<file path="config.mk">
export PLATFORM = sky130hd
export DESIGN_NAME = seven_segment_display_controller_flat
export DESIGN_NICKNAME = d
export VERILOG_FILES = /design/src/design/ssd_pkg.sv /design/src/design/ssd_if.sv /design/src/design/seven_segment_display_controller.sv /design/src/design/ssd_queue.sv /design/src/design/ssd_front.sv /design/src/design/ssd_back.sv /design/src/flat_wrapper.sv
export VERILOG_INCLUDE_DIRS = /design/src /design/src/design
export SDC_FILE = /design/constraint.sdc
export NUM_CORES = 1
export LEC_CHECK = 0
export ABC_AREA = 1
export BUFFER_PORTS_ARGS = -buffer_cell sky130_fd_sc_hd__buf_2
export CAP_MARGIN = 0
export CORE_MARGIN = 2
export CORE_UTILIZATION = 40
export DETAILED_ROUTE_END_ITERATION = 7
export MAX_ROUTING_LAYER = met4
export PLACE_DENSITY = 0.61
export SETUP_SLACK_MARGIN = 0.1
export SLEW_MARGIN = 20
export SYNTH_ARGS = -nofsm -noshare
export SYNTH_HDL_FRONTEND = slang
export SYNTH_SLANG_ARGS = --single-unit
</file>
<file path="constraint.sdc">
create_clock -name clk -period 18.2 [get_ports clk]
set_input_delay 0.91 -clock clk [delete_from_list [all_inputs] [get_ports clk]]
set_output_delay 0.91 -clock clk [all_outputs]
set_load 0.005 [all_outputs]
</file>
<file path="src/design/assert_macros.svh">
// Assertion helpers shared by the display controller modules.
// Each use expects clk and rst_n in scope.
`ifndef ASSERT_MACROS_SVH
`define ASSERT_MACROS_SVH

// Property checked on every rising edge outside reset.
`define SSD_ASSERT(lbl, prop, msg) \
  lbl: assert property (@(posedge clk) disable iff (!rst_n) prop) \
    else $error(msg);

// Antecedent this cycle implies consequent in the next.
`define SSD_ASSERT_NEXT(lbl, ante, cons, msg) \
  `SSD_ASSERT(lbl, (ante) |=> (cons), msg)

`endif

</file>
<file path="src/design/ssd_pkg.sv">
package ssd_pkg;

  localparam int MAX_DIGITS  = 8;
  localparam int DIGITS_DEF  = 4;
  localparam int QUEUE_DEPTH = 2;

  localparam logic [7:0]  BLANK_PAT  = 8'hFF;
  localparam logic [7:0]  SPACE_CHAR = 8'h20;
  localparam logic [15:0] MAX_NUMBER = 16'd9999;
  localparam logic [15:0] MAX_VALUE  = 16'd9;

  typedef enum logic [2:0] {
    KIND_INIT,
    KIND_CLR_DIGIT,
    KIND_CLR_ALL,
    KIND_DIGIT,
    KIND_NUMBER,
    KIND_CHAR,
    KIND_TEXT,
    KIND_REFRESH
  } kind_t;

  // One decoded request: kind, error flag, lanes to write and the pattern for each lane.
  typedef struct packed {
    kind_t                            kind;
    logic                             bad;
    logic [MAX_DIGITS-1:0]            wr;
    logic [MAX_DIGITS-1:0][7:0]       pat;
  } op_t;

  typedef struct packed {
    logic       ok;
    logic [7:0] pat;
  } char_t;

  function automatic logic [7:0] num_pat(input logic [3:0] d);
    logic [7:0] p;
    case (d)
      4'd0:    p = 8'hC0;
      4'd1:    p = 8'hF9;
      4'd2:    p = 8'hA4;
      4'd3:    p = 8'hB0;
      4'd4:    p = 8'h99;
      4'd5:    p = 8'h92;
      4'd6:    p = 8'h82;
      4'd7:    p = 8'hF8;
      4'd8:    p = 8'h80;
      4'd9:    p = 8'h90;
      default: p = BLANK_PAT;
    endcase
    return p;
  endfunction

  function automatic logic [7:0] let_pat(input logic [4:0] idx);
    logic [7:0] p;
    case (idx)
      5'd0:    p = 8'h88;
      5'd1:    p = 8'h83;
      5'd2:    p = 8'hC6;
      5'd3:    p = 8'hA1;
      5'd4:    p = 8'h86;
      5'd5:    p = 8'h8E;
      5'd6:    p = 8'hC2;
      5'd7:    p = 8'h89;
      5'd8:    p = 8'hCF;
      5'd9:    p = 8'hE1;
      5'd10:   p = 8'h8A;
      5'd11:   p = 8'hC7;
      5'd12:   p = 8'hEA;
      5'd13:   p = 8'hC8;
      5'd14:   p = 8'hC0;
      5'd15:   p = 8'h8C;
      5'd16:   p = 8'h4A;
      5'd17:   p = 8'hCC;
      5'd18:   p = 8'h92;
      5'd19:   p = 8'h87;
      5'd20:   p = 8'hC1;
      5'd21:   p = 8'hC1;
      5'd22:   p = 8'hD5;
      5'd23:   p = 8'h89;
      5'd24:   p = 8'h91;
      5'd25:   p = 8'hA4;
      default: p = BLANK_PAT;
    endcase
    return p;
  endfunction

  function automatic char_t char_pat(input logic [7:0] c);
    char_t      r;
    logic [7:0] up;
    r.ok  = 1'b0;
    r.pat = BLANK_PAT;
    up    = (c >= 8'h61 && c <= 8'h7A) ? 8'(c - 8'd32) : c;
    if (c >= 8'h30 && c <= 8'h39) begin
      r.ok  = 1'b1;
      r.pat = num_pat(4'(c - 8'h30));
    end else if (c == SPACE_CHAR) begin
      r.ok  = 1'b1;
      r.pat = BLANK_PAT;
    end else if (up >= 8'h41 && up <= 8'h5A) begin
      r.ok  = 1'b1;
      r.pat = let_pat(5'(up - 8'h41));
    end
    return r;
  endfunction

  function automatic logic [7:0] select_of(input logic [2:0] i);
    logic [7:0] s;
    if (i < 3'd4) begin
      s = 8'hF0 | (8'd1 << i[1:0]);
    end else begin
      s = 8'd1 << i;
    end
    return s;
  endfunction

endpackage

</file>
<file path="src/design/ssd_if.sv">
interface ssd_in_if;
  logic        valid;
  logic        ready;
  logic [2:0]  kind;
  logic [2:0]  digit;
  logic [15:0] number;
  logic [7:0]  char_code;
  logic [2:0]  text_len;
  logic [7:0]  text_char0;
  logic [7:0]  text_char1;
  logic [7:0]  text_char2;
  logic [7:0]  text_char3;

  modport source (
    output valid, kind, digit, number, char_code, text_len,
           text_char0, text_char1, text_char2, text_char3,
    input  ready
  );
  modport sink (
    input  valid, kind, digit, number, char_code, text_len,
           text_char0, text_char1, text_char2, text_char3,
    output ready
  );
endinterface

interface ssd_out_if;
  logic       valid;
  logic       ready;
  logic       status;
  logic       is_frame;
  logic [7:0] frame_segments;
  logic [7:0] frame_select;
  logic       last;

  modport source (
    output valid, status, is_frame, frame_segments, frame_select, last,
    input  ready
  );
  modport sink (
    input  valid, status, is_frame, frame_segments, frame_select, last,
    output ready
  );
endinterface

</file>
<file path="src/design/seven_segment_display_controller.sv">
// Multiplexed seven-segment display controller, active-low segments.
// in_ch carries host requests (init, clear digit, clear all, digit value,
// number, character, text, refresh); out_ch carries results. Each request
// gives one status result with last set, except refresh on an initialised
// display, which gives DIGITS frames (segment byte, select byte) and then a
// blank frame with last set.
// A status result is registered in the output register after its request
// has passed through the queue. A number write first stays in the front
// with in_ch.ready low: three compare-and-subtract steps (the units fall out
// of the last) and a hold state that hands it to the queue once it has room.
// Throughput: one request per cycle while the queue has room; a number write
// is not followed by another request until it is handed over. Refresh holds
// the back end for DIGITS + 1 frames, one frame per cycle while out_ch is ready.
// A two-entry request queue lets the front keep taking requests while the
// back end is busy or the receiver stalls; a stalled result is held in the
// output register and the queue fills before in_ch.ready drops.
// Reset is synchronous: it blanks every digit and clears the initialised flag;
// outputs go invalid on a clock edge with rst_n low.
module seven_segment_display_controller #(
  parameter int DIGITS = ssd_pkg::DIGITS_DEF
) (
  input  logic       clk,
  input  logic       rst_n,
  ssd_in_if.sink     in_ch,
  ssd_out_if.source  out_ch
);

  logic         push;
  ssd_pkg::op_t push_op;
  logic         q_full;
  logic         q_pop;
  logic         q_valid;
  ssd_pkg::op_t q_op;

  ssd_front #(.DIGITS(DIGITS)) u_front (
    .clk     (clk),
    .rst_n   (rst_n),
    .in_ch   (in_ch),
    .push    (push),
    .push_op (push_op),
    .q_full  (q_full)
  );

  ssd_queue u_queue (
    .clk        (clk),
    .rst_n      (rst_n),
    .push       (push),
    .push_op    (push_op),
    .full       (q_full),
    .pop        (q_pop),
    .head_valid (q_valid),
    .head_op    (q_op)
  );

  ssd_back #(.DIGITS(DIGITS)) u_back (
    .clk     (clk),
    .rst_n   (rst_n),
    .q_valid (q_valid),
    .q_op    (q_op),
    .q_pop   (q_pop),
    .out_ch  (out_ch)
  );

endmodule

</file>
<file path="src/design/ssd_queue.sv">
`include "assert_macros.svh"

module ssd_queue (
  input  logic          clk,
  input  logic          rst_n,
  input  logic          push,
  input  ssd_pkg::op_t  push_op,
  output logic          full,
  input  logic          pop,
  output logic          head_valid,
  output ssd_pkg::op_t  head_op
);

  localparam int PTR_W = $clog2(ssd_pkg::QUEUE_DEPTH);
  localparam int CNT_W = $clog2(ssd_pkg::QUEUE_DEPTH + 1);

  ssd_pkg::op_t     mem [ssd_pkg::QUEUE_DEPTH];
  logic [PTR_W-1:0] wptr_r;
  logic [PTR_W-1:0] rptr_r;
  logic [CNT_W-1:0] count_r;

  assign full       = (count_r == CNT_W'(ssd_pkg::QUEUE_DEPTH));
  assign head_valid = (count_r != '0);
  assign head_op    = mem[rptr_r];

  always_ff @(posedge clk) begin
    if (push) begin
      mem[wptr_r] <= push_op;
    end
  end

  always_ff @(posedge clk) begin
    if (!rst_n) begin
      wptr_r  <= '0;
      rptr_r  <= '0;
      count_r <= '0;
    end else begin
      if (push) begin
        wptr_r <= wptr_r + 1'b1;
      end
      if (pop) begin
        rptr_r <= rptr_r + 1'b1;
      end
      if (push && !pop) begin
        count_r <= count_r + 1'b1;
      end else if (pop && !push) begin
        count_r <= count_r - 1'b1;
      end
    end
  end

  `SSD_ASSERT(a_no_overflow, push |-> !full || pop, "request pushed into full queue")
  `SSD_ASSERT(a_no_underflow, pop |-> head_valid, "pop from empty queue")

endmodule

</file>
<file path="src/design/ssd_front.sv">
module ssd_front #(
  parameter int DIGITS = ssd_pkg::DIGITS_DEF
) (
  input  logic          clk,
  input  logic          rst_n,
  ssd_in_if.sink        in_ch,
  output logic          push,
  output ssd_pkg::op_t  push_op,
  input  logic          q_full
);

  typedef enum logic [1:0] {F_IDLE, F_SPLIT, F_HOLD} fstate_t;

  localparam logic [9:0] PLACE [3] = '{10'd1000, 10'd100, 10'd10};
  localparam logic [1:0] LAST_STEP = 2'd2;

  fstate_t      state_r;
  logic [1:0]   step_r;
  logic [13:0]  rem_r;
  logic [13:0]  rem_nxt;
  logic [3:0]   dval;
  ssd_pkg::op_t op_r;
  ssd_pkg::op_t dec_op;
  logic         in_fire;
  logic         need_split;

  assign in_ch.ready = (state_r == F_IDLE) && !q_full;
  assign in_fire     = in_ch.valid && in_ch.ready;
  assign need_split  = (ssd_pkg::kind_t'(in_ch.kind) == ssd_pkg::KIND_NUMBER) &&
                       (in_ch.number <= ssd_pkg::MAX_NUMBER);

  assign push    = (in_fire && !need_split) || (state_r == F_HOLD && !q_full);
  assign push_op = (state_r == F_HOLD) ? op_r : dec_op;

  // One decimal digit per step: count how many place values fit.
  always_comb begin
    logic [13:0] place;
    place = 14'(PLACE[step_r]);
    dval  = '0;
    for (int k = 1; k <= 9; k++) begin
      if (rem_r >= 14'(k) * place) begin
        dval = 4'(k);
      end
    end
    rem_nxt = rem_r - 14'(place * 14'(dval));
  end

  always_comb begin
    logic [7:0]           tc [4];
    logic [2:0]           len_sat;
    logic                 live;
    logic                 take;
    logic [7:0]           tx;
    ssd_pkg::char_t       cp;
    logic                 dig_bad;
    logic [7:0]           dsel;
    tc[0]   = in_ch.text_char0;
    tc[1]   = in_ch.text_char1;
    tc[2]   = in_ch.text_char2;
    tc[3]   = in_ch.text_char3;
    len_sat = (in_ch.text_len > 3'd4) ? 3'd4 : in_ch.text_len;
    dig_bad = (32'(in_ch.digit) >= DIGITS);
    dsel    = 8'd1 << in_ch.digit;
    cp      = ssd_pkg::char_pat(in_ch.char_code);
    live    = 1'b1;
    take    = 1'b0;
    tx      = ssd_pkg::SPACE_CHAR;

    dec_op.kind = ssd_pkg::kind_t'(in_ch.kind);
    dec_op.bad  = 1'b0;
    dec_op.wr   = '0;
    dec_op.pat  = {ssd_pkg::MAX_DIGITS{ssd_pkg::BLANK_PAT}};

    case (ssd_pkg::kind_t'(in_ch.kind))
      ssd_pkg::KIND_CLR_DIGIT: begin
        dec_op.bad = dig_bad;
        dec_op.wr  = dsel;
      end
      ssd_pkg::KIND_CLR_ALL: begin
        dec_op.wr = '1;
      end
      ssd_pkg::KIND_DIGIT: begin
        dec_op.bad = dig_bad || (in_ch.number > ssd_pkg::MAX_VALUE);
        dec_op.wr  = dsel;
        dec_op.pat = {ssd_pkg::MAX_DIGITS{ssd_pkg::num_pat(in_ch.number[3:0])}};
      end
      ssd_pkg::KIND_NUMBER: begin
        // Only the out-of-range case leaves from here; the rest is split.
        dec_op.bad = 1'b1;
      end
      ssd_pkg::KIND_CHAR: begin
        dec_op.bad = dig_bad || !cp.ok;
        dec_op.wr  = dsel;
        dec_op.pat = {ssd_pkg::MAX_DIGITS{cp.pat}};
      end
      ssd_pkg::KIND_TEXT: begin
        // Pad with spaces after the length or the first zero byte.
        for (int i = 0; i < 4; i++) begin
          take  = live && (3'(i) < len_sat) && (tc[i] != 8'h00);
          live  = take;
          tx    = take ? tc[i] : ssd_pkg::SPACE_CHAR;
          cp    = ssd_pkg::char_pat(tx);
          dec_op.wr[i]  = cp.ok;
          dec_op.pat[i] = cp.pat;
        end
      end
      default: begin
        dec_op.wr = '0;
      end
    endcase
  end

  always_ff @(posedge clk) begin
    if (!rst_n) begin
      state_r <= F_IDLE;
      step_r  <= '0;
    end else begin
      case (state_r)
        F_IDLE: begin
          if (in_fire && need_split) begin
            state_r     <= F_SPLIT;
            step_r      <= '0;
            rem_r       <= in_ch.number[13:0];
            op_r.kind   <= ssd_pkg::KIND_NUMBER;
            op_r.bad    <= 1'b0;
            op_r.wr     <= ssd_pkg::MAX_DIGITS'(4'hF);
            op_r.pat    <= {ssd_pkg::MAX_DIGITS{ssd_pkg::BLANK_PAT}};
          end
        end
        F_SPLIT: begin
          rem_r                  <= rem_nxt;
          op_r.pat[{1'b0, step_r}] <= ssd_pkg::num_pat(dval);
          if (step_r == LAST_STEP) begin
            op_r.pat[3] <= ssd_pkg::num_pat(rem_nxt[3:0]);
            state_r     <= F_HOLD;
          end else begin
            step_r <= step_r + 1'b1;
          end
        end
        F_HOLD: begin
          if (!q_full) begin
            state_r <= F_IDLE;
          end
        end
        default: begin
          state_r <= F_IDLE;
        end
      endcase
    end
  end

endmodule

</file>
<file path="src/design/ssd_back.sv">
`include "assert_macros.svh"

module ssd_back #(
  parameter int DIGITS = ssd_pkg::DIGITS_DEF
) (
  input  logic          clk,
  input  logic          rst_n,
  input  logic          q_valid,
  input  ssd_pkg::op_t  q_op,
  output logic          q_pop,
  ssd_out_if.source     out_ch
);

  typedef enum logic {B_IDLE, B_FRAMES} bstate_t;

  localparam int CNT_W = $clog2(DIGITS + 1);
  localparam int IDX_W = (DIGITS > 1) ? $clog2(DIGITS) : 1;

  bstate_t          state_r;
  logic [CNT_W-1:0] cnt_r;
  logic             ready_r;
  logic [7:0]       pat_r [DIGITS];
  logic             out_valid_r;
  logic             status_r;
  logic             is_frame_r;
  logic [7:0]       seg_r;
  logic [7:0]       sel_r;
  logic             last_r;

  logic             ld;
  logic             is_refresh;
  logic             issue;
  logic             err;
  logic             commit;
  logic             frames_done;

  assign ld          = !out_valid_r || out_ch.ready;
  assign is_refresh  = (q_op.kind == ssd_pkg::KIND_REFRESH) && ready_r;
  assign issue       = (state_r == B_IDLE) && q_valid && ld && !is_refresh;
  assign frames_done = (cnt_r == CNT_W'(DIGITS));
  assign q_pop       = issue || (state_r == B_FRAMES && ld && frames_done);
  assign commit      = issue && ready_r && !q_op.bad &&
                       (q_op.kind != ssd_pkg::KIND_INIT) &&
                       (q_op.kind != ssd_pkg::KIND_REFRESH);

  always_comb begin
    case (q_op.kind)
      ssd_pkg::KIND_INIT:    err = ready_r;
      ssd_pkg::KIND_CLR_ALL: err = 1'b0;
      default:               err = !ready_r || q_op.bad;
    endcase
  end

  assign out_ch.valid          = out_valid_r;
  assign out_ch.status         = status_r;
  assign out_ch.is_frame       = is_frame_r;
  assign out_ch.frame_segments = seg_r;
  assign out_ch.frame_select   = sel_r;
  assign out_ch.last           = last_r;

  always_ff @(posedge clk) begin
    if (!rst_n) begin
      state_r     <= B_IDLE;
      cnt_r       <= '0;
      ready_r     <= 1'b0;
      out_valid_r <= 1'b0;
      for (int i = 0; i < DIGITS; i++) begin
        pat_r[i] <= ssd_pkg::BLANK_PAT;
      end
    end else begin
      for (int i = 0; i < DIGITS; i++) begin
        if (commit && q_op.wr[i]) begin
          pat_r[i] <= q_op.pat[i];
        end
      end
      case (state_r)
        B_IDLE: begin
          if (q_valid && ld) begin
            out_valid_r <= 1'b1;
            if (is_refresh) begin
              // Send the first frame now; hold the request until the blank frame.
              status_r   <= 1'b0;
              is_frame_r <= 1'b1;
              seg_r      <= pat_r[0];
              sel_r      <= ssd_pkg::select_of(3'd0);
              last_r     <= 1'b0;
              cnt_r      <= CNT_W'(1);
              state_r    <= B_FRAMES;
            end else begin
              status_r   <= err;
              is_frame_r <= 1'b0;
              seg_r      <= '0;
              sel_r      <= '0;
              last_r     <= 1'b1;
              if (q_op.kind == ssd_pkg::KIND_INIT && !ready_r) begin
                ready_r <= 1'b1;
              end
            end
          end else if (out_ch.ready) begin
            out_valid_r <= 1'b0;
          end
        end
        B_FRAMES: begin
          if (ld) begin
            out_valid_r <= 1'b1;
            status_r    <= 1'b0;
            is_frame_r  <= 1'b1;
            if (frames_done) begin
              seg_r   <= ssd_pkg::BLANK_PAT;
              sel_r   <= ssd_pkg::select_of(3'(DIGITS - 1));
              last_r  <= 1'b1;
              state_r <= B_IDLE;
            end else begin
              seg_r  <= pat_r[cnt_r[IDX_W-1:0]];
              sel_r  <= ssd_pkg::select_of(3'(cnt_r));
              last_r <= 1'b0;
              cnt_r  <= cnt_r + 1'b1;
            end
          end
        end
        default: begin
          state_r <= B_IDLE;
        end
      endcase
    end
  end

  `SSD_ASSERT_NEXT(a_init_sticky, ready_r, ready_r, "initialised flag dropped")
  `SSD_ASSERT(a_frames_need_init, (state_r == B_FRAMES) |-> ready_r && q_valid,
              "refresh frames without an initialised display")
  `SSD_ASSERT(a_cnt_bound, (state_r == B_FRAMES) |-> (cnt_r <= CNT_W'(DIGITS)),
              "frame counter past blank frame")

endmodule
</file>
<file path="src/flat_wrapper.sv">
// flat-port wrapper written by rule: the top's interface ports become plain ports
module seven_segment_display_controller_flat 
#(
  parameter int DIGITS = ssd_pkg::DIGITS_DEF
)
  (clk, rst_n, in_ch_valid, in_ch_kind, in_ch_digit, in_ch_number, in_ch_char_code, in_ch_text_len, in_ch_text_char0, in_ch_text_char1, in_ch_text_char2, in_ch_text_char3, in_ch_ready, out_ch_valid, out_ch_status, out_ch_is_frame, out_ch_frame_segments, out_ch_frame_select, out_ch_last, out_ch_ready);
  ssd_in_if in_ch_i ();
  ssd_out_if out_ch_i ();
  input  logic clk;
  input  logic rst_n;
  input wire logic [$bits(in_ch_i.valid)-1:0] in_ch_valid;
  input wire logic [$bits(in_ch_i.kind)-1:0] in_ch_kind;
  input wire logic [$bits(in_ch_i.digit)-1:0] in_ch_digit;
  input wire logic [$bits(in_ch_i.number)-1:0] in_ch_number;
  input wire logic [$bits(in_ch_i.char_code)-1:0] in_ch_char_code;
  input wire logic [$bits(in_ch_i.text_len)-1:0] in_ch_text_len;
  input wire logic [$bits(in_ch_i.text_char0)-1:0] in_ch_text_char0;
  input wire logic [$bits(in_ch_i.text_char1)-1:0] in_ch_text_char1;
  input wire logic [$bits(in_ch_i.text_char2)-1:0] in_ch_text_char2;
  input wire logic [$bits(in_ch_i.text_char3)-1:0] in_ch_text_char3;
  output wire logic [$bits(in_ch_i.ready)-1:0] in_ch_ready;
  output wire logic [$bits(out_ch_i.valid)-1:0] out_ch_valid;
  output wire logic [$bits(out_ch_i.status)-1:0] out_ch_status;
  output wire logic [$bits(out_ch_i.is_frame)-1:0] out_ch_is_frame;
  output wire logic [$bits(out_ch_i.frame_segments)-1:0] out_ch_frame_segments;
  output wire logic [$bits(out_ch_i.frame_select)-1:0] out_ch_frame_select;
  output wire logic [$bits(out_ch_i.last)-1:0] out_ch_last;
  input wire logic [$bits(out_ch_i.ready)-1:0] out_ch_ready;
  assign in_ch_i.valid = in_ch_valid;
  assign in_ch_i.kind = in_ch_kind;
  assign in_ch_i.digit = in_ch_digit;
  assign in_ch_i.number = in_ch_number;
  assign in_ch_i.char_code = in_ch_char_code;
  assign in_ch_i.text_len = in_ch_text_len;
  assign in_ch_i.text_char0 = in_ch_text_char0;
  assign in_ch_i.text_char1 = in_ch_text_char1;
  assign in_ch_i.text_char2 = in_ch_text_char2;
  assign in_ch_i.text_char3 = in_ch_text_char3;
  assign in_ch_ready = in_ch_i.ready;
  assign out_ch_valid = out_ch_i.valid;
  assign out_ch_status = out_ch_i.status;
  assign out_ch_is_frame = out_ch_i.is_frame;
  assign out_ch_frame_segments = out_ch_i.frame_segments;
  assign out_ch_frame_select = out_ch_i.frame_select;
  assign out_ch_last = out_ch_i.last;
  assign out_ch_i.ready = out_ch_ready;
  seven_segment_display_controller #(.DIGITS(DIGITS)) u_core (.clk(clk), .rst_n(rst_n), .in_ch(in_ch_i), .out_ch(out_ch_i));
endmodule
</file>
# Yosys cells after proc, flatten, opt, wreduce, memory -nomap -nowiden
# Memories as Yosys holds them, arrays and structs flattened. A register that Yosys moved wholly into a read port is not among the register bits.
# Cells that the tools add are included.
# word_totals
reg_bits,111
latch_bits,0
ram_bits,184
rom_bits,2176
input_bits,69
output_inout_bits,21
word_cells,357
memories,15
# op_classes
add_sub_neg,22
multipliers,6
div,0
n_lt_le_gt_ge,51
eq_ne,28
n_shift,3
muxes,122
bitwise_logic,7
n_reduce_logical,80
# mem_list
name,words,width,read_ports,rd_clocked_by_memory_dff,write_ports,line,text
(no name shown),32,8,1,0,0,ssd_pkg.sv:56,case (idx)
(no name shown),32,8,1,0,0,ssd_pkg.sv:56,
(no name shown),32,8,1,0,0,ssd_pkg.sv:56,
(no name shown),32,8,1,0,0,ssd_pkg.sv:56,
(no name shown),32,8,1,0,0,ssd_pkg.sv:56,
u_core.u_queue.mem,2,76,1,1,1,ssd_queue.sv:17,ssd_pkg::op_t mem [ssd_pkg::QUEUE_DEPTH];
9 more memories,-,-,-,-,-,-,
# op_table
cell,n
two-way mux 8 bit,26
two-way mux 9 bit,15
one-hot mux 64 bit (2 select lines),1
one-hot mux 32 bit (3 select lines),1
">= comparator 8 x 7 -> 1 bit, second input constant",10
"<= comparator 8 x 7 -> 1 bit, second input constant",10
two-way mux 76 bit,1
bitwise mux 64 bit,1
two-way mux 64 bit,1
one-hot mux 32 bit (2 select lines),1
>= comparator 14 x 13 -> 1 bit,4
logical AND 1 bit,47
"== test 8 x 6 -> 1 bit, second input constant",5
">= comparator 8 x 6 -> 1 bit, second input constant",5
"<= comparator 8 x 6 -> 1 bit, second input constant",5
"subtractor 8 x 6 -> 8 bit, second input constant",5
two-way mux 1 bit,33
one-hot mux 8 bit (2 select lines),2
nonzero test 8 bit,4
>= comparator 14 x 12 -> 1 bit,2
two-way mux 4 bit,7
one-hot mux 14 bit (2 select lines),1
"multiplier 3 x 10 -> 13 bit, first input constant",2
"subtractor 5 x 1 -> 5 bit, second input constant",5
58 further kinds,125

# Longest topological paths before layout
# depth
ltp_word,21
mapped_depth,40

# Cells and area by module
# From an unflattened synthesis, not the netlist that was laid out.
# unflattened
cells_unflattened,2519
area_unflattened_um2,20932.6
# by_module_without_submodules
mod,instances,cells_per_inst,area_each_um2,seq_area_each_um2
ssd_front,1,1953,11966.5,1461.4
ssd_queue,1,271,5865.6,4664.5
ssd_back,1,295,3100.5,1691.6

# Least setup slack after synthesis
# Ideal clock, no wire load.
# synth_timing
path_kind,register -> register
startpoint,register u_core.u_front.step_r[1]
endpoint,"register u_core.u_front.rem_r[13], data pin"
setup_time_ns,0.254
t_arrival_ns,6.356
required_time_ns,17.946
slack_ns,11.590
stages_incl_launch_ff,35
path_buffers,2
period_less_slack_ns,6.610
path_cell_list,dfxtp_1 > inv_1 > ha_1 > buf_2 > inv_1 > clkbuf_1 > ha_1 > nand2_4 > inv_1 > nand2_1 > nand3_1 > a31oi_1 > nand2_1 > inv_1 > nand2_1 > nor2_1 > nor2_1 > fa_1 > fa_1 > inv_1 > fa_1 > inv_1 > ha_1 > nand2_1 > a21oi_1 > a211oi_1 > o21ai_0 > nand2_1 > nand2_1 > a21oi_1 > o21ai_0 > nand2_1 > nand3b_1 > nand3_1 > nand2_1
# synth_via
elab_chain_len,17
word_cells_on_any_way,30
# synth_lines
element,line,text
"start, declared",ssd_front.sv:18,logic [1:0] step_r;
"start signal, assigned",ssd_front.sv:137,step_r <= step_r + 1'b1;
NOT 2 -> 3 bit (implied by the code) *,ssd_front.sv:38,place = 14'(PLACE[step_r]);
binary-select mux 10 bit (select 2 bit) *,ssd_front.sv:38,
two-way mux 10 bit (implied by the code) * (2 in series),ssd_front.sv:38,
"parallel branches: the longest is 10 deep, another holds >= comparator 14 x 12 -> 1 bit",-,
multiplier 10 x 4 -> 14 bit *,ssd_front.sv:45,rem_nxt = rem_r - 14'(place * 14'(dval));
subtractor 14 bit *,ssd_front.sv:45,
one-hot mux 14 bit (2 select lines) *,ssd_front.sv:118,case (state_r)
"end signal, assigned",ssd_front.sv:123,rem_r <= in_ch.number[13:0];
"end signal, assigned",ssd_front.sv:131,rem_r <= rem_nxt;
"end, declared",ssd_front.sv:19,logic [13:0] rem_r;
# Mark *: on every way between the ends. The select of a mux whose other input is x is not followed.
# A chain may end at the register's enable or synchronous reset.

# Worst setup path in the final report
# Same ends and word-level chain as after synthesis.

==> key figures <==
Status
  • Run status: finished, final reports clean

Placement
  • Final GP Congestion: 0.961
  • Place WS: 10.40 ns
  • Port Buf Inserts: 89
  • Dpl hpwl: 37,900 um

STA
  • Worst setup margin: 10.37 ns
  • Final Hold Fails: 0
  • Tmin final: 7.83 ns
  • Slew Limit Fails: 0
  • Slew HR: 0.238
  • RSZ-0062 raised after global routing: no
  • Final setup violation count: 0
  • Fmax: 0.128 GHz
  • Setup TNS: 0 ns
  • Period utilization: 0.430
  • Slew @ Worst Pin: 1.13 ns
  • Clock Skew: 0.0132 ns

Setup path
  • R2R Setup Slk: 10.37 ns
  • Setup Crit Path Kind: flip-flop to flip-flop
  • CP max FO: 24
  • FF-to-FF End: u_core.u_front.rem_r[13]
  • Worst Path Arrival: 8.03 ns
  • CP Launch Type: flip-flop
  • CP peak stage delay: 0.73 ns
  • Crit path top cell by count: nand2_1
  • Slowest CP cell: inv_1
  • Worst setup EP type: flip-flop
  • R2R depth: 31
  • Required time of the critical path: 18.40 ns
  • Worst flop-to-flop path startpoint: u_core.u_front.step_r[1]

Logic synthesis
  • Mean post-synth cell area: 7.37 um2
  • Mapped Cells: 2,295
  • Yosys Warn Count: 0
  • Largest area contributor in the netlist: edfxtp_1
  • Ys async rst share: 0
  • Synthesized flop and latch total: 194
  • Commonest cells in the synthesized netlist: nand2_1 (470), inv_1 (318), nor2_1 (306)
  • Top FF cell, synth: edfxtp_1
  • Post-synth top area share: 0.314
  • Unique masters post-synth: 62
  • Synth top area cells: edfxtp_1 (31%), ha_1 (13%), nand2_1 (10%)
  • Syn Nets: 2,557
  • Most numerous cell in the Yosys netlist: nand2_1
  • Synthesized area: 16,900 um2
  • Post-synth EDFFs: 177
  • Register area share after synthesis: 0.334

Clock network
  • Post-CTS Hold Fix Bufs: 0
  • H-tree lvl count: 4
  • CTS root buf: clkbuf_16
  • CTS sink count: 194
  • Cts repair resizes: 0
  • Clk_lat worst skew: 0.44 ns
  • CTS tree: yes
  • Worst-path clk slew: 0.08 ns
  • Total setup buffers inserted after CTS: 0
  • Max clock buf depth: 2
  • CTS buffer count: 17

GRT
  • Met2 Use GR: 0.352
  • Number of global-route vias before repair: 14,700
  • First-pass GRT wire length: 76,000 um
  • GRT Residual Overflow: 0
  • Most used routing layer: met2
  • Tot GR Track Use: 0.224
  • Met3 usage: 0.0346
  • Antenna violations before repair: 0
  • Largest net degree at the start of global routing: 47
  • GRT met1 Usage: 0.298

Detailed routing
  • ANT nets after route: 0
  • Via Count: 15,500
  • Drt total wl: 47,500 um
  • 1st-pass router iterations: 5
  • Initial drt markers: 1,231
  • Avg WL per Cell: 16.3 um
  • Via density: 5.32
  • # DRC: 0

Power and ir drop
  • Sequential Power Share: 0.418
  • Design Power: 1.30 mW
  • Clock power share: 0.297
  • Switching power as a share of total power: 0.344
  • Net Switching: 0.449 mW
  • VDD IR-drop max: 55.0 uV
  • Leakage: 8.23 nW
  • Cell Int Power: 0.855 mW
  • Combinational share of power: 0.284
  • Pwr Density: 70.4 nW/um2

Job
  • Max-cap violation count: 0

Final layout
  • Inserted Diodes: 0
  • Final nets: 2,624
  • Footprint of the multi-input gates: 9820 um2
  • Fraction of layout cells with a size suffix above 1: 0.0829
  • P&R area growth vs syn: 9.60%
  • Register area: 5660 um2
  • Filler cell count: 4,185

Worst hold path
  • Worst Hold Endpoint: u_core.u_queue.rptr_r
  • Hold path startpoint: u_core.u_queue.rptr_r
  • Hold depth: 1
  • Worst min path class: flip-flop to flip-flop

Floorplan
  • Die Wd: 210 um
  • Core ar.: 41,900 um2
  • IO Count: 90
  • FP Rows: 75
  • Initial core utilization: 0.404
  • Die area: 43,900 um2
  • Die H: 210 um
## per-layer routing
metal	vias to the layer above	part of all wire
met5	-	0
met4	0	0.027
met3	65	0.067
met2	505	0.45
met1	7152	0.45
li1	7776	-
## area by class of cell
class | instances | area share
Multi-Input combinational cell | 1719 | 0.530
Sequential cell | 194 | 0.305
Inverter | 333 | 0.0674
Tap cell | 539 | 0.0364
Timing Repair Buffer | 97 | 0.0273
Clock buffer | 20 | 0.0270
Clock inverter | 12 | 0.00702
## state kept, by name, indices dropped and copies added (netlist names), 2 cells and up, named ones only
register                             cells
u_core.u_back.cnt_r                      3
u_core.u_back.out_ch.frame_segments      8
u_core.u_front.state_r                   2
u_core.u_front.rem_r                    14
u_core.u_back.pat_r                     32
u_core.u_back.out_ch.frame_select        8
u_core.u_front.step_r                    2
u_core.u_queue.mem                      80
u_core.u_queue.count_r                   2
u_core.u_front.op_r                     32
## cell usage in the layout (no fill, tap or decap), types with 3 or more instances in the layout
master,instances
nand2_1,470
inv_1,318
nor2_1,303
o21ai_0,221
edfxtp_1,177
ha_1,173
a21oi_1,160
nand3_1,145
buf_2,89
nor3_1,34
nand4_1,26
o211ai_1,26
fa_1,20
clkbuf_16,20
dfxtp_1,17
xor2_1,14
nor2_2,10
or2_2,10
inv_2,9
nand2_2,9
nor2_4,9
buf_4,8
a211oi_1,7
nor4_1,6
clkinv_1,6
o31ai_1,6
a31oi_1,5
xnor2_1,5
o21ai_1,5
o22ai_1,5
a22oi_1,4
clkinv_8,4
nand2_4,3
o311ai_0,3
o21bai_1,3
nand3b_1,3
## worst max-delay path, delay by kind of cell, from the launching register on
kind                       cells  cell delay (ns)
AOI/OAI and AO/OA              4             0.92
adders and majority gates      6             2.67
buffers and inverters          5             1.36
DFF                            1             0.69
and+or+nand+nor               16             1.95
## power by group through the flow
stage          Combinational, mW  Sequential, mW  Clock [mW]
3_3_place_gp               0.364           0.554           0
4_1_cts                    0.370           0.546       0.394
2_1_floorplan              0.260           0.557           0
3_5_place_dp               0.368           0.556           0
5_1_grt                    0.421           0.548       0.412
6_report                   0.371           0.545       0.388
## logic make-up (layout without fill, tap and decap cells)
group	Yosys count	in the layout	share of synthesized area
DFF	194	194	0.334
buffers and inverters	382	462	0.0870
xor gates and xnor gates	20	20	0.0108
and+or+nand+nor	1042	1042	0.267
AOI/OAI and AO/OA	463	463	0.149
adders and majority gates	193	193	0.152
muxes	1	1	0.000592
## worst max path at each step
stage | end | start | slack (ns) | depth (start not counted)
5_1_grt | u_core.u_front.rem_r[13] | u_core.u_front.step_r[1] | 9.70 | 31
2_1_floorplan | u_core.u_front.rem_r[13] | u_core.u_front.step_r[1] | 11.59 | 34
6_report | u_core.u_front.rem_r[13] | u_core.u_front.step_r[1] | 10.37 | 31
3_3_place_gp | u_core.u_front.rem_r[13] | u_core.u_front.step_r[1] | 10.70 | 31
3_5_place_dp | u_core.u_front.rem_r[13] | u_core.u_front.step_r[1] | 10.40 | 31
4_1_cts | u_core.u_front.rem_r[13] | u_core.u_front.step_r[1] | 10.37 | 31
## per-stage QoR
step / hold slack, ns / cells / cell area [um2] / utilization
finish: 0.458 / 2914 / 18500 / 0.443
global route: 0.502 / 2914 / 18500 / 0.443
CTS: 0.457 / 2914 / 18500 / 0.443
detailed placement: 0.443 / 2882 / 17900 / 0.428
global placement: 0.436 / 2882 / 17900 / 0.428
floorplan: 0.425 / 2295 / 16900 / -
Note: power is estimated with default switching activity, not from simulation.
